$ cat src/rtl/core/dwc_pkg.sv
// Shared types and constants for the depthwise 11x11 int8 convolution.
// Used by dwc_front, dwc_back and the top level; depends on nothing.
`default_nettype none
package dwc_pkg;
   localparam int KERNEL_SIZE     = 11;
   localparam int TAPS            = KERNEL_SIZE * KERNEL_SIZE;
   localparam int LINES           = KERNEL_SIZE - 1;
   localparam int MAX_WIDTH_DEF   = 256;
   localparam int MAX_HEIGHT_DEF  = 256;
   localparam int QUEUE_DEPTH     = 2;

   localparam logic [2:0] REG_IMAGE_WIDTH  = 3'd0;
   localparam logic [2:0] REG_IMAGE_HEIGHT = 3'd1;
   localparam logic [2:0] REG_BIAS_VALUE   = 3'd2;
   localparam logic [2:0] REG_SCALE_FACTOR = 3'd3;
   localparam logic [2:0] REG_RELU_FLOOR   = 3'd4;

   localparam logic [8:0]  IMAGE_WIDTH_RST  = 9'd256;
   localparam logic [8:0]  IMAGE_HEIGHT_RST = 9'd256;
   localparam logic [31:0] SCALE_RST        = 32'h0100_0000;
   localparam logic [7:0]  RELU_RST         = 8'h80;

   typedef enum logic [1:0] {
      KIND_TAP,
      KIND_PIXEL,
      KIND_DROP
   } kind_type;

   typedef struct packed {
      kind_type    kind;
      logic [6:0]  tap;
      logic [7:0]  data;
   } item_type;
endpackage
`default_nettype wire

$ cat src/rtl/core/dwc_front.sv
// Front end: accepts request beats, classifies them and queues them.
// Depends on dwc_pkg.
`default_nettype none
module dwc_front (
   input  wire logic              clock,
   input  wire logic              reset,
   input  wire logic              req_valid,
   output logic                   req_ready,
   input  wire logic              req_action,
   input  wire logic [6:0]        req_tap_index,
   input  wire logic [7:0]        req_data_value,
   output logic                   item_valid,
   input  wire logic              item_ready,
   output dwc_pkg::item_type      item
);
   dwc_pkg::item_type slot_ff [dwc_pkg::QUEUE_DEPTH];
   logic              wr_ptr_ff;
   logic              rd_ptr_ff;
   logic [1:0]        count_ff;
   dwc_pkg::item_type entry_in;
   logic              push;
   logic              pop;

   always_comb begin
      entry_in.tap  = req_tap_index;
      entry_in.data = req_data_value;
      if (req_action) begin
         entry_in.kind = dwc_pkg::KIND_PIXEL;
      end else if (32'(req_tap_index) < dwc_pkg::TAPS) begin
         entry_in.kind = dwc_pkg::KIND_TAP;
      end else begin
         entry_in.kind = dwc_pkg::KIND_DROP;
      end
   end

   assign req_ready  = (count_ff != 2'(dwc_pkg::QUEUE_DEPTH));
   assign push       = req_valid && req_ready;
   assign item_valid = (count_ff != 2'd0);
   assign pop        = item_valid && item_ready;
   assign item       = slot_ff[rd_ptr_ff];

   always_ff @(posedge clock) begin
      if (push) begin
         slot_ff[wr_ptr_ff] <= entry_in;
      end
      if (reset) begin
         wr_ptr_ff <= 1'b0;
         rd_ptr_ff <= 1'b0;
         count_ff  <= 2'd0;
      end else begin
         if (push) wr_ptr_ff <= ~wr_ptr_ff;
         if (pop)  rd_ptr_ff <= ~rd_ptr_ff;
         count_ff <= count_ff + 2'(push) - 2'(pop);
      end
   end
endmodule
`default_nettype wire

$ cat config.mk
export PLATFORM = sky130hd
export DESIGN_NAME = dwc_front
export DESIGN_NICKNAME = d
export VERILOG_FILES = /design/src/rtl/core/dwc_pkg.sv /design/src/rtl/core/dwc_front.sv
export SDC_FILE = /design/constraint.sdc
export NUM_CORES = 1
export LEC_CHECK = 0
export BUFFER_PORTS_ARGS = -buffer_cell sky130_fd_sc_hd__buf_2
export CELL_PAD_IN_SITES_DETAIL_PLACEMENT = 0
export CELL_PAD_IN_SITES_GLOBAL_PLACEMENT = 1
export CORE_AREA = 4 4 71 73
export CTS_CLUSTER_DIAMETER = 200
export CTS_CLUSTER_SIZE = 12
export DETAILED_ROUTE_END_ITERATION = 8
export DIE_AREA = 0 0 75 77
export PLACE_DENSITY_LB_ADDON = 0.08
export SLEW_MARGIN = 10
export SYNTH_ARGS = -nofsm -noshare
export SYNTH_HDL_FRONTEND = slang
export SYNTH_SLANG_ARGS = --single-unit
$ cat constraint.sdc
create_clock -name clock -period 1.5 [get_ports clock]
set_clock_uncertainty 0.05 [all_clocks]
set_input_delay 0.075 -clock clock [delete_from_list [all_inputs] [get_ports clock]]
set_output_delay 0.075 -clock clock [all_outputs]
set_load 0.01 [all_outputs]
# Word-level counts from Yosys, hierarchy flattened
# Memory sizes are Yosys's and may differ from the RTL's. A register that Yosys moved wholly into a read port is not among the register bits.
# Index checks and enable logic that the tools add are counted.
# totals
out_inout_bits	19
elab_cells	19
register_bits	4
mem_count	1
mem_bits_rw	34
# memory_table
name	depth	word_bits	rd	rd_clocked_by_memory_dff	write_ports	line	rtl
slot_ff	2	17	1	1	1	dwc_front.sv:16	dwc_pkg::item_type slot_ff [dwc_pkg::QUEUE_DEPTH];
# op_classes
add_sub_neg	2
n_eq_ne	1
n_mux	6
bitwise	2
reduce_logical	3
n_lt_le_gt_ge	1
# op_table
op	count
less-than comparator 7 bit, second input constant	1
two-way mux 1 bit	4
two-way mux 2 bit	2
adder 2 x 1 -> 2 bit	1
logical AND 1 bit	2
inequality test 2 bit, second input constant	1
inverter 1 bit	2
nonzero test 2 bit	1
subtractor 2 x 1 -> 2 bit	1

# Depth between registers and ports, before layout
# Gate-level depths: netlist of run 1.
# depth
ltp_word	4
ltp_mapped	6
mapped_depth_nobuf	6

# Worst setup path after synthesis of run 1
# No wires, ideal clock.
# synth_path
path_kind	reg-to-reg
from	reg count_ff[0]
to	mem slot_ff[1][0] (netlist name), enable pin
setup_time_ns	0.375
path_stages_with_launch	3
arrival_time_ns	1.132
path_slack_ns	-0.057
t_required_ns	1.075
path_buffers	0
path_cell_list	dfxtp_1 > nand2b_1 > and3_1
# synth_between
elab_chain_cells	4
# synth_rtl
element	line	rtl
start, declared	dwc_front.sv:19	logic [1:0] count_ff;
start signal, assigned	dwc_front.sv:53	count_ff <= count_ff + 2'(push) - 2'(pop);
inequality test 2 bit	dwc_front.sv:36	assign req_ready = (count_ff != 2'(dwc_pkg::QUEUE_DEPTH));
named net req_ready	dwc_front.sv:8	output logic req_ready,
logical AND 1 bit	dwc_front.sv:37	assign push = req_valid && req_ready;
two-way mux 1 bit	dwc_front.sv:43	if (push) begin
two-way mux 1 bit (implied by the code)	dwc_front.sv:44	slot_ff[wr_ptr_ff] <= entry_in;
end, declared	dwc_front.sv:16	
# The timed path passes the listed nets, and every way through them passes these cells.

# Worst setup path in the final report of run 1
# layout_path
from	reg count_ff[1]
to	reg count_ff[1]
# layout_between
elab_chain_cells	4
word_cells_on_any_way	6
cone_classes	add/sub (2); eq/ne (1); reduce/logical (3)
# layout_rtl
element	line
inequality test 2 bit	dwc_front.sv:36
logical AND 1 bit	dwc_front.sv:37
adder 2 x 1 -> 2 bit	dwc_front.sv:53
subtractor 2 x 1 -> 2 bit (*)	dwc_front.sv:53
# Mark *: on every way between the ends. The rest lies on a longest branch, timed or not.
# A chain may end at the register's enable or synchronous reset.

==> impl_results.html, run 1 <==
<table>
<tr><th>Metric</th><th>Value</th></tr>
<tr><th colspan="2">STA</th></tr>
<tr><td>Peak Freq</td><td>709 MHz</td></tr>
<tr><td>Share of the clock period used by the worst path after layout</td><td>94.1%</td></tr>
<tr><td>Total count of hold-check failures in the final report</td><td>0</td></tr>
<tr><td>Slew Limit Fails</td><td>0</td></tr>
<tr><td>Shortest period the worst path allows</td><td>1.41 ns</td></tr>
<tr><td>Unrepaired setup endpoints after global routing</td><td>false</td></tr>
<tr><td>Normalized max-slew margin</td><td>66.6%</td></tr>
<tr><td>Min setup slack post-route</td><td>0.0886 ns</td></tr>
<tr><td>Transition at the pin with the smallest max-transition slack</td><td>0.494 ns</td></tr>
<tr><td>Number of setup violations in the final report</td><td>0</td></tr>
<tr><th colspan="2">Yosys</th></tr>
<tr><td>Post-synthesis average cell area</td><td>17.7 sq um</td></tr>
<tr><td>Number of nets produced by synthesis</td><td>106</td></tr>
<tr><td>Netlist Area Pre-Place</td><td>1500 sq um</td></tr>
<tr><td>Number of instances in the synthesized netlist</td><td>85</td></tr>
<tr><td>Cell type with the largest total area after synthesis</td><td>sky130_fd_sc_hd__edfxtp_1</td></tr>
<tr><td>Portion of synthesized cell area occupied by the leading cell type</td><td>68.0%</td></tr>
<tr><td>Syn. warnings</td><td>0</td></tr>
<tr><td>Flop and latch count out of synthesis</td><td>39</td></tr>
<tr><td>Dominant cells by area after synthesis</td><td>sky130_fd_sc_hd__edfxtp_1 (68%), sky130_fd_sc_hd__mux2_1 (13%), sky130_fd_sc_hd__dfxtp_1 (6.7%), sky130_fd_sc_hd__nor2_1 (1.0%), sky130_fd_sc_hd__and3_1 (0.83%)</td></tr>
<tr><td>Synth unique cells</td><td>26</td></tr>
<tr><td>Sequential area share after synthesis</td><td>74.7%</td></tr>
<tr><th colspan="2">Floorplanning</th></tr>
<tr><td>Die Footprint</td><td>5780 sq um</td></tr>
<tr><td>Core outline area</td><td>4350 sq um</td></tr>
<tr><td>Die Ht</td><td>77 um</td></tr>
<tr><td>Die Wd</td><td>75 um</td></tr>
<tr><td>Starting utilization of the core area</td><td>34.5%</td></tr>
<tr><td>Number of cell rows</td><td>24</td></tr>
<tr><td>Top-level port count</td><td>39</td></tr>
<tr><th colspan="2">Critical path</th></tr>
<tr><td>Arrival time at the worst endpoint</td><td>1.53 ns</td></tr>
<tr><td>CP max FO</td><td>4</td></tr>
<tr><td>CP endpoint kind</td><td>register</td></tr>
<tr><td>Sort of element at the start of the critical path</td><td>register</td></tr>
<tr><td>Setup Crit Path Kind</td><td>register to register</td></tr>
<tr><td>Flop-to-flop setup slack</td><td>0.09 ns</td></tr>
<tr><td>Endpoint required time on the critical path</td><td>1.62 ns</td></tr>
<tr><td>CP cell instances</td><td>nor2b_2, o21ba_1, nor2_1, ha_1, nor4_2, nor3_2</td></tr>
<tr><td>Worst-path cell with the longest stage delay</td><td>sky130_fd_sc_hd__dfxtp_2</td></tr>
<tr><td>Delay contributed by the slowest stage of the critical path</td><td>0.35 ns</td></tr>
<tr><th colspan="2">Layout</th></tr>
<tr><td>Number of nets in the layout</td><td>173</td></tr>
<tr><td>Antenna diode instance count</td><td>0</td></tr>
<tr><td>Filler Cells Inserted</td><td>402</td></tr>
<tr><td>Most common library cell in the layout ignoring fill and taps</td><td>sky130_fd_sc_hd__buf_2</td></tr>
<tr><td>Commonest cells after routing, fill and taps aside</td><td>sky130_fd_sc_hd__buf_2 (38), sky130_fd_sc_hd__edfxtp_1 (34), sky130_fd_sc_hd__mux2_1 (17), sky130_fd_sc_hd__dlygate4sd3_1 (17), sky130_fd_sc_hd__clkbuf_8 (6)</td></tr>
<tr><td>Fraction of final layout cells sized beyond drive strength 1</td><td>38.6%</td></tr>
<tr><td>Area growth from synthesis to layout</td><td>39.0%</td></tr>
<tr><td>Post-layout utilization of the core</td><td>47.9%</td></tr>
<tr><th colspan="2">Global routing</th></tr>
<tr><td>All-Layer GR Usage</td><td>10.6%</td></tr>
<tr><td>Global-route wire length before repair</td><td>4410 um</td></tr>
<tr><td>Global route total overflow</td><td>0</td></tr>
<tr><td>Antenna violations before repair</td><td>0</td></tr>
<tr><td>Vias in the first global route</td><td>928</td></tr>
<tr><td>Pin count of the biggest net entering global routing</td><td>18</td></tr>
<tr><th colspan="2">Clock network</th></tr>
<tr><td>Clock root buffer</td><td>sky130_fd_sc_hd__clkbuf_8</td></tr>
<tr><td>Clock H-tree levels</td><td>2</td></tr>
<tr><td>Sink Count</td><td>39</td></tr>
<tr><td>Number of buffers created by CTS</td><td>5</td></tr>
<tr><td>Clock latency at the later pin of the worst-skew pair</td><td>0.28 ns</td></tr>
<tr><td>Clock tree from TritonCTS</td><td>yes</td></tr>
<tr><td>Clock-pin slew reported for the worst setup and hold paths after clock tree synthesis</td><td>0.07 ns</td></tr>
<tr><td>Maximum root-to-sink buffer count</td><td>2</td></tr>
<tr><th colspan="2">Place</th></tr>
<tr><td>DP Wirelength</td><td>2030 um</td></tr>
<tr><td>Placer Congestion</td><td>0.722</td></tr>
<tr><td>Number of port buffers</td><td>38</td></tr>
<tr><td>Pre-CTS WS</td><td>-0.00866 ns</td></tr>
<tr><th colspan="2">Power</th></tr>
<tr><td>Cell Pwr Density</td><td>1320 nW/um^2</td></tr>
<tr><td>Peak supply drop</td><td>0.687 mV</td></tr>
<tr><td>Leak</td><td>0.814 nW</td></tr>
<tr><th colspan="2">Detailed routing</th></tr>
<tr><td>First-pass detailed-route iteration total</td><td>4</td></tr>
<tr><td>Vias per Instance</td><td>4.67</td></tr>
<tr><td>Detailed-route wire length per cell</td><td>13.8 um</td></tr>
<tr><td>Final ANT Viol Nets</td><td>0</td></tr>
<tr><td>Final wirelength</td><td>2830 um</td></tr>
<tr><td>Iter 0 DRT Violations</td><td>39</td></tr>
<tr><td>Drt drc</td><td>0</td></tr>
<tr><td>Vias</td><td>957</td></tr>
<tr><th colspan="2">Worst hold path</th></tr>
<tr><td>Hold/Removal Path Class</td><td>input port to register</td></tr>
<tr><th colspan="2">Job</th></tr>
<tr><td>Max-cap viol count</td><td>0</td></tr>
<tr><th colspan="2">Run status</th></tr>
<tr><td>Result of the run</td><td>complete, no violations</td></tr>
</table>
metal layers:
layer  global-route usage, %  part of all wire [%]
met5                       0                     0
met4                    4.27                   1.6
met3                    4.31                   5.4
met2                    17.3                    51
met1                    12.1                    41
area by class of cell:
type | count | area, sq um | share of cell area [%]
flip-flops and latches | 39 | 1120 | 53.9
repair buffers | 62 | 429 | 20.6
multi-input cells | 43 | 374 | 17.9
clock buffers | 7 | 86.3 | 4.14
well taps | 52 | 65.1 | 3.12
clock inverters | 1 | 3.75 | 0.180
inverters | 1 | 3.75 | 0.180
final timing paths:
path               startpoint           to  cells past startpoint
setup reg to reg  count_ff[1]  count_ff[1]                      6
hold reg to reg     rd_ptr_ff     register                      2
setup / recovery  count_ff[1]  count_ff[1]                      6
hold / removal      req_valid    wr_ptr_ff                      3
critical path: cells and delay by family (launching register included):
family,cells,cell delay (ns)
AND/OR/NAND/NOR,4,0.56
flip-flops,1,0.35
adder cells (fa/ha/maj),1,0.20
AO/OA/AOI/OAI,1,0.14
Yosys cell counts:
cell / instances
sky130_fd_sc_hd__a21bo_1: 1
sky130_fd_sc_hd__a21oi_1: 1
sky130_fd_sc_hd__and3_1: 2
sky130_fd_sc_hd__buf_2: 1
sky130_fd_sc_hd__buf_4: 1
sky130_fd_sc_hd__dfxtp_1: 5
sky130_fd_sc_hd__edfxtp_1: 34
sky130_fd_sc_hd__ha_1: 1
sky130_fd_sc_hd__inv_1: 1
sky130_fd_sc_hd__mux2_1: 17
sky130_fd_sc_hd__nand2b_1: 1
sky130_fd_sc_hd__nand3_1: 1
sky130_fd_sc_hd__nand3b_1: 1
sky130_fd_sc_hd__nand4_1: 1
sky130_fd_sc_hd__nor2_1: 4
sky130_fd_sc_hd__nor2b_1: 2
sky130_fd_sc_hd__nor3_1: 2
sky130_fd_sc_hd__nor3_2: 1
sky130_fd_sc_hd__nor4_1: 1
sky130_fd_sc_hd__nor4bb_1: 1
sky130_fd_sc_hd__o21ai_0: 1
sky130_fd_sc_hd__o21ai_1: 1
sky130_fd_sc_hd__o21ba_1: 1
sky130_fd_sc_hd__o31a_1: 1
sky130_fd_sc_hd__or2_2: 1
sky130_fd_sc_hd__xor2_1: 1
cell families after synthesis:
logic type | count (synthesis) | share of synthesized area [%]
adders and majority gates | 1 | 0.833
DFF | 39 | 74.7
buffers and inverters | 3 | 1.08
muxes | 17 | 12.7
xor gates and xnor gates | 1 | 0.583
and+or+nand+nor | 18 | 7.17
AOI/OAI and AO/OA | 6 | 2.92
what timing repair did:
item,4_1_cts,5_1_grt
setup endpoints to repair,1,16
hold buffers,17,0
resized for setup,1,5
setup buffers,0,0
endpoints found under the hold margin,37,0
state kept, by name, summed over array words and instances, names as in the netlist, named ones only:
register	flops
slot_ff	34
count_ff	2
rd_ptr_ff	1
wr_ptr_ff	1
through the flow:
step                hold WS (ns)  area, sq um  power [W]  TNS [ns]  instances
floorplan                 0.0941         1500    0.00176         0         85
detailed placement         0.217         1810    0.00205  -0.00866        180
CTS                       0.0856         2080    0.00280         0        205
global placement           0.213         1810    0.00204         0        180
finish                    0.0999         2090    0.00275         0        205
global route              0.0900         2090    0.00293         0        205
power by group:
part           total [W]  internal, W  switching, W
combinational   0.000687     0.000351      0.000336
clock           0.000694     0.000368      0.000326
sequential       0.00137      0.00133     0.0000465
Note: power is estimated with default switching activity, not from simulation.
==> inputs of run 2 (changes only) <==
- BUFFER_PORTS_ARGS: -buffer_cell sky130_fd_sc_hd__buf_2 -> -buffer_cell sky130_fd_sc_hd__buf_4
- HOLD_SLACK_MARGIN: default -> 0.02
==> run 2 against run 1 <==
Worst setup slack improved by 0.0029 ns. Worst hold slack got worse by 0.023 ns. Total power grew 2.8%. Clock power fell by 7.1%.
==> impl_results.html, run 2 (synthesis gave the netlist of run 1 again) <==
<table>
<tr><th>Metric</th><th>Value</th></tr>
<tr><th colspan="2">Critical path</th></tr>
<tr><td>Sort of element at the start of the critical path</td><td>register</td></tr>
<tr><td>Worst-path cell with the longest stage delay</td><td>sky130_fd_sc_hd__dfxtp_1</td></tr>
<tr><td>Crit-path leading delay family</td><td>flip-flops</td></tr>
<tr><td>Delay contributed by the slowest stage of the critical path</td><td>0.34 ns</td></tr>
<tr><td>Setup Crit Path Kind</td><td>register to output pin</td></tr>
<tr><td>CP endpoint kind</td><td>output pin</td></tr>
<tr><td>Crit path buffers/inverters</td><td>2</td></tr>
<tr><td>Arrival time at the worst endpoint</td><td>1.28 ns</td></tr>
<tr><td>CP max FO</td><td>11</td></tr>
<tr><td>CP cell instances</td><td>buf_6, mux2_1, buf_4</td></tr>
<tr><td>Endpoint required time on the critical path</td><td>1.37 ns</td></tr>
<tr><th colspan="2">STA</th></tr>
<tr><td>Peak Freq</td><td>710 MHz</td></tr>
<tr><td>Normalized max-slew margin</td><td>65.3%</td></tr>
<tr><td>Slew Limit Fails</td><td>0</td></tr>
<tr><td>Total count of hold-check failures in the final report</td><td>0</td></tr>
<tr><td>Share of the clock period used by the worst path after layout</td><td>93.9%</td></tr>
<tr><td>Number of setup violations in the final report</td><td>0</td></tr>
<tr><td>Unrepaired setup endpoints after global routing</td><td>false</td></tr>
<tr><td>Transition at the pin with the smallest max-transition slack</td><td>0.513 ns</td></tr>
<tr><td>Shortest period the worst path allows</td><td>1.41 ns</td></tr>
<tr><th colspan="2">Layout</th></tr>
<tr><td>Filler Cells Inserted</td><td>397</td></tr>
<tr><td>Max FFs per register</td><td>34</td></tr>
<tr><td>Number of nets in the layout</td><td>172</td></tr>
<tr><td>Top reg by flops</td><td>slot_ff</td></tr>
<tr><td>Number of cells in the finished layout apart from fillers</td><td>204</td></tr>
<tr><td>Storage cell area</td><td>1120 sq um</td></tr>
<tr><td>Final cell area excluding filler cells</td><td>2200 sq um</td></tr>
<tr><td>Antenna diode instance count</td><td>0</td></tr>
<tr><td>Most common library cell in the layout ignoring fill and taps</td><td>sky130_fd_sc_hd__buf_4</td></tr>
<tr><td>Fraction of final layout cells sized beyond drive strength 1</td><td>37.5%</td></tr>
<tr><td>Regs by FF count</td><td>slot_ff: 34 flops, count_ff: 2 flops</td></tr>
<tr><td>Commonest cells after routing, fill and taps aside</td><td>sky130_fd_sc_hd__buf_4 (41), sky130_fd_sc_hd__edfxtp_1 (34), sky130_fd_sc_hd__mux2_1 (17), sky130_fd_sc_hd__dlygate4sd3_1 (17), sky130_fd_sc_hd__clkbuf_8 (5)</td></tr>
<tr><td>Footprint of the multi-input gates</td><td>397 sq um</td></tr>
<tr><td>Area growth from synthesis to layout</td><td>46.3%</td></tr>
<tr><th colspan="2">Detailed routing</th></tr>
<tr><td>First-pass detailed-route iteration total</td><td>4</td></tr>
<tr><td>Vias per Instance</td><td>4.64</td></tr>
<tr><td>Drt drc</td><td>0</td></tr>
<tr><td>Vias</td><td>947</td></tr>
<tr><td>Final wirelength</td><td>2970 um</td></tr>
<tr><td>Detailed-route wire length per cell</td><td>14.5 um</td></tr>
<tr><td>Final ANT Viol Nets</td><td>0</td></tr>
<tr><td>Iter 0 DRT Violations</td><td>35</td></tr>
<tr><th colspan="2">Power</th></tr>
<tr><td>Cell Pwr Density</td><td>1290 nW/um^2</td></tr>
<tr><td>Peak supply drop</td><td>0.523 mV</td></tr>
<tr><td>Total power after layout</td><td>0.00283 W</td></tr>
<tr><td>Leak</td><td>0.843 nW</td></tr>
<tr><th colspan="2">Run status</th></tr>
<tr><td>Result of the run</td><td>complete, no violations</td></tr>
<tr><th colspan="2">Floorplanning</th></tr>
<tr><td>Top-level port count</td><td>39</td></tr>
<tr><td>Die Footprint</td><td>5780 sq um</td></tr>
<tr><td>Starting utilization of the core area</td><td>34.5%</td></tr>
<tr><td>Core outline area</td><td>4350 sq um</td></tr>
<tr><td>Number of cell rows</td><td>24</td></tr>
<tr><td>Die Wd</td><td>75 um</td></tr>
<tr><td>Die Ht</td><td>77 um</td></tr>
<tr><th colspan="2">Global routing</th></tr>
<tr><td>All-Layer GR Usage</td><td>10.6%</td></tr>
<tr><td>Met1 routing resource usage after global routing</td><td>12.2%</td></tr>
<tr><td>Global route total overflow</td><td>0</td></tr>
<tr><td>Antenna violations before repair</td><td>0</td></tr>
<tr><td>GRT Max-Usage Layer</td><td>met2</td></tr>
<tr><td>Met3 Resource Use GR</td><td>3.92%</td></tr>
<tr><td>Pin count of the biggest net entering global routing</td><td>18</td></tr>
<tr><td>Vias in the first global route</td><td>930</td></tr>
<tr><td>Global-route wire length before repair</td><td>4490 um</td></tr>
<tr><td>Met2 track utilization from global routing</td><td>17.2%</td></tr>
<tr><th colspan="2">Clock network</th></tr>
<tr><td>Maximum root-to-sink buffer count</td><td>2</td></tr>
<tr><td>Clock H-tree levels</td><td>2</td></tr>
<tr><td>Clock root buffer</td><td>sky130_fd_sc_hd__clkbuf_8</td></tr>
<tr><td>Number of buffers created by CTS</td><td>5</td></tr>
<tr><td>Clock-pin slew reported for the worst setup and hold paths after clock tree synthesis</td><td>0.06 ns</td></tr>
<tr><td>Post CTS Setup Buffer Count</td><td>0</td></tr>
<tr><td>Sink Count</td><td>39</td></tr>
<tr><td>Clock tree from TritonCTS</td><td>yes</td></tr>
<tr><td>Clock latency at the later pin of the worst-skew pair</td><td>0.28 ns</td></tr>
<tr><th colspan="2">Place</th></tr>
<tr><td>Placer Congestion</td><td>0.721</td></tr>
<tr><td>Area after detailed placement</td><td>1910 sq um</td></tr>
<tr><td>DP Wirelength</td><td>1910 um</td></tr>
<tr><td>Placed cell count</td><td>179</td></tr>
<tr><td>Number of port buffers</td><td>38</td></tr>
<tr><th colspan="2">Worst hold path</th></tr>
<tr><td>Hold/Removal Path Class</td><td>input port to register</td></tr>
<tr><th colspan="2">Job</th></tr>
<tr><td>Max-cap viol count</td><td>0</td></tr>
</table>
-- run 2: cell types whose count changed in the layout (fill, tap and decap cells not counted), sizes merged --
cell    before  now
buf         45   44
clkbuf       7    8
clkinv       1    0
-- run 2: layer usage --
layer / share of wire, % / routed length [um]
met2: 53 / 1580
met1: 39 / 1160
met3: 6.3 / 188
met5: 0 / 0
met4: 1.2 / 37
-- run 2: timing repair --
item                       in CTS  in global routing
pin swaps                       0                  1
hold buffers                   17                  0
gates resized for setup         1                  7
setup endpoints to repair       1                  3
hold endpoints to repair       37                  0
-- run 2: cell type report --
type	instances	share of cell area [%]
sequential	39	51.1
timing repair buffer	61	24.1
multi-input combinational	43	18.1
clock buffer	8	3.64
tap	52	2.96
inverter	1	0.171
-- run 2: where the power goes --
part / total, W / switching, W / internal (W)
registers: 0.00137 / 0.0000506 / 0.00132
logic: 0.000814 / 0.000358 / 0.000456
clock network: 0.000645 / 0.000315 / 0.000330
total: 0.00283 / 0.000723 / 0.00211
-- run 2: per-stage QoR --
step / setup TNS (ns) / hold slack, ns / utilization [%] / setup WS, ns
floorplan: 0 / 0.0941 / - / 0.000698
global placement: 0 / 0.210 / 43.9 / 0.0708
detailed placement: -0.0126 / 0.213 / 43.9 / -0.0126
CTS: 0 / 0.0550 / 49.8 / 0.00418
global route: 0 / 0.0716 / 50.5 / 0.0144
finish: 0 / 0.0773 / 50.5 / 0.0915
-- run 2: worst paths after layout --
check	from	endpoint	slack (ns)	depth (start not counted)
worst max-delay path	register	item[12]	0.09	3
worst min-delay path	req_valid	wr_ptr_ff	0.08	3
worst max register to register	count_ff[1]	count_ff[1]	0.09	4
worst min register to register	rd_ptr_ff	rd_ptr_ff	0.47	2
-- run 2: worst min-delay path, cell delays in order --
cell and delay (ns):
sky130_fd_sc_hd__buf_4 0.12, sky130_fd_sc_hd__a21bo_1 0.11, sky130_fd_sc_hd__a21oi_1 0.05
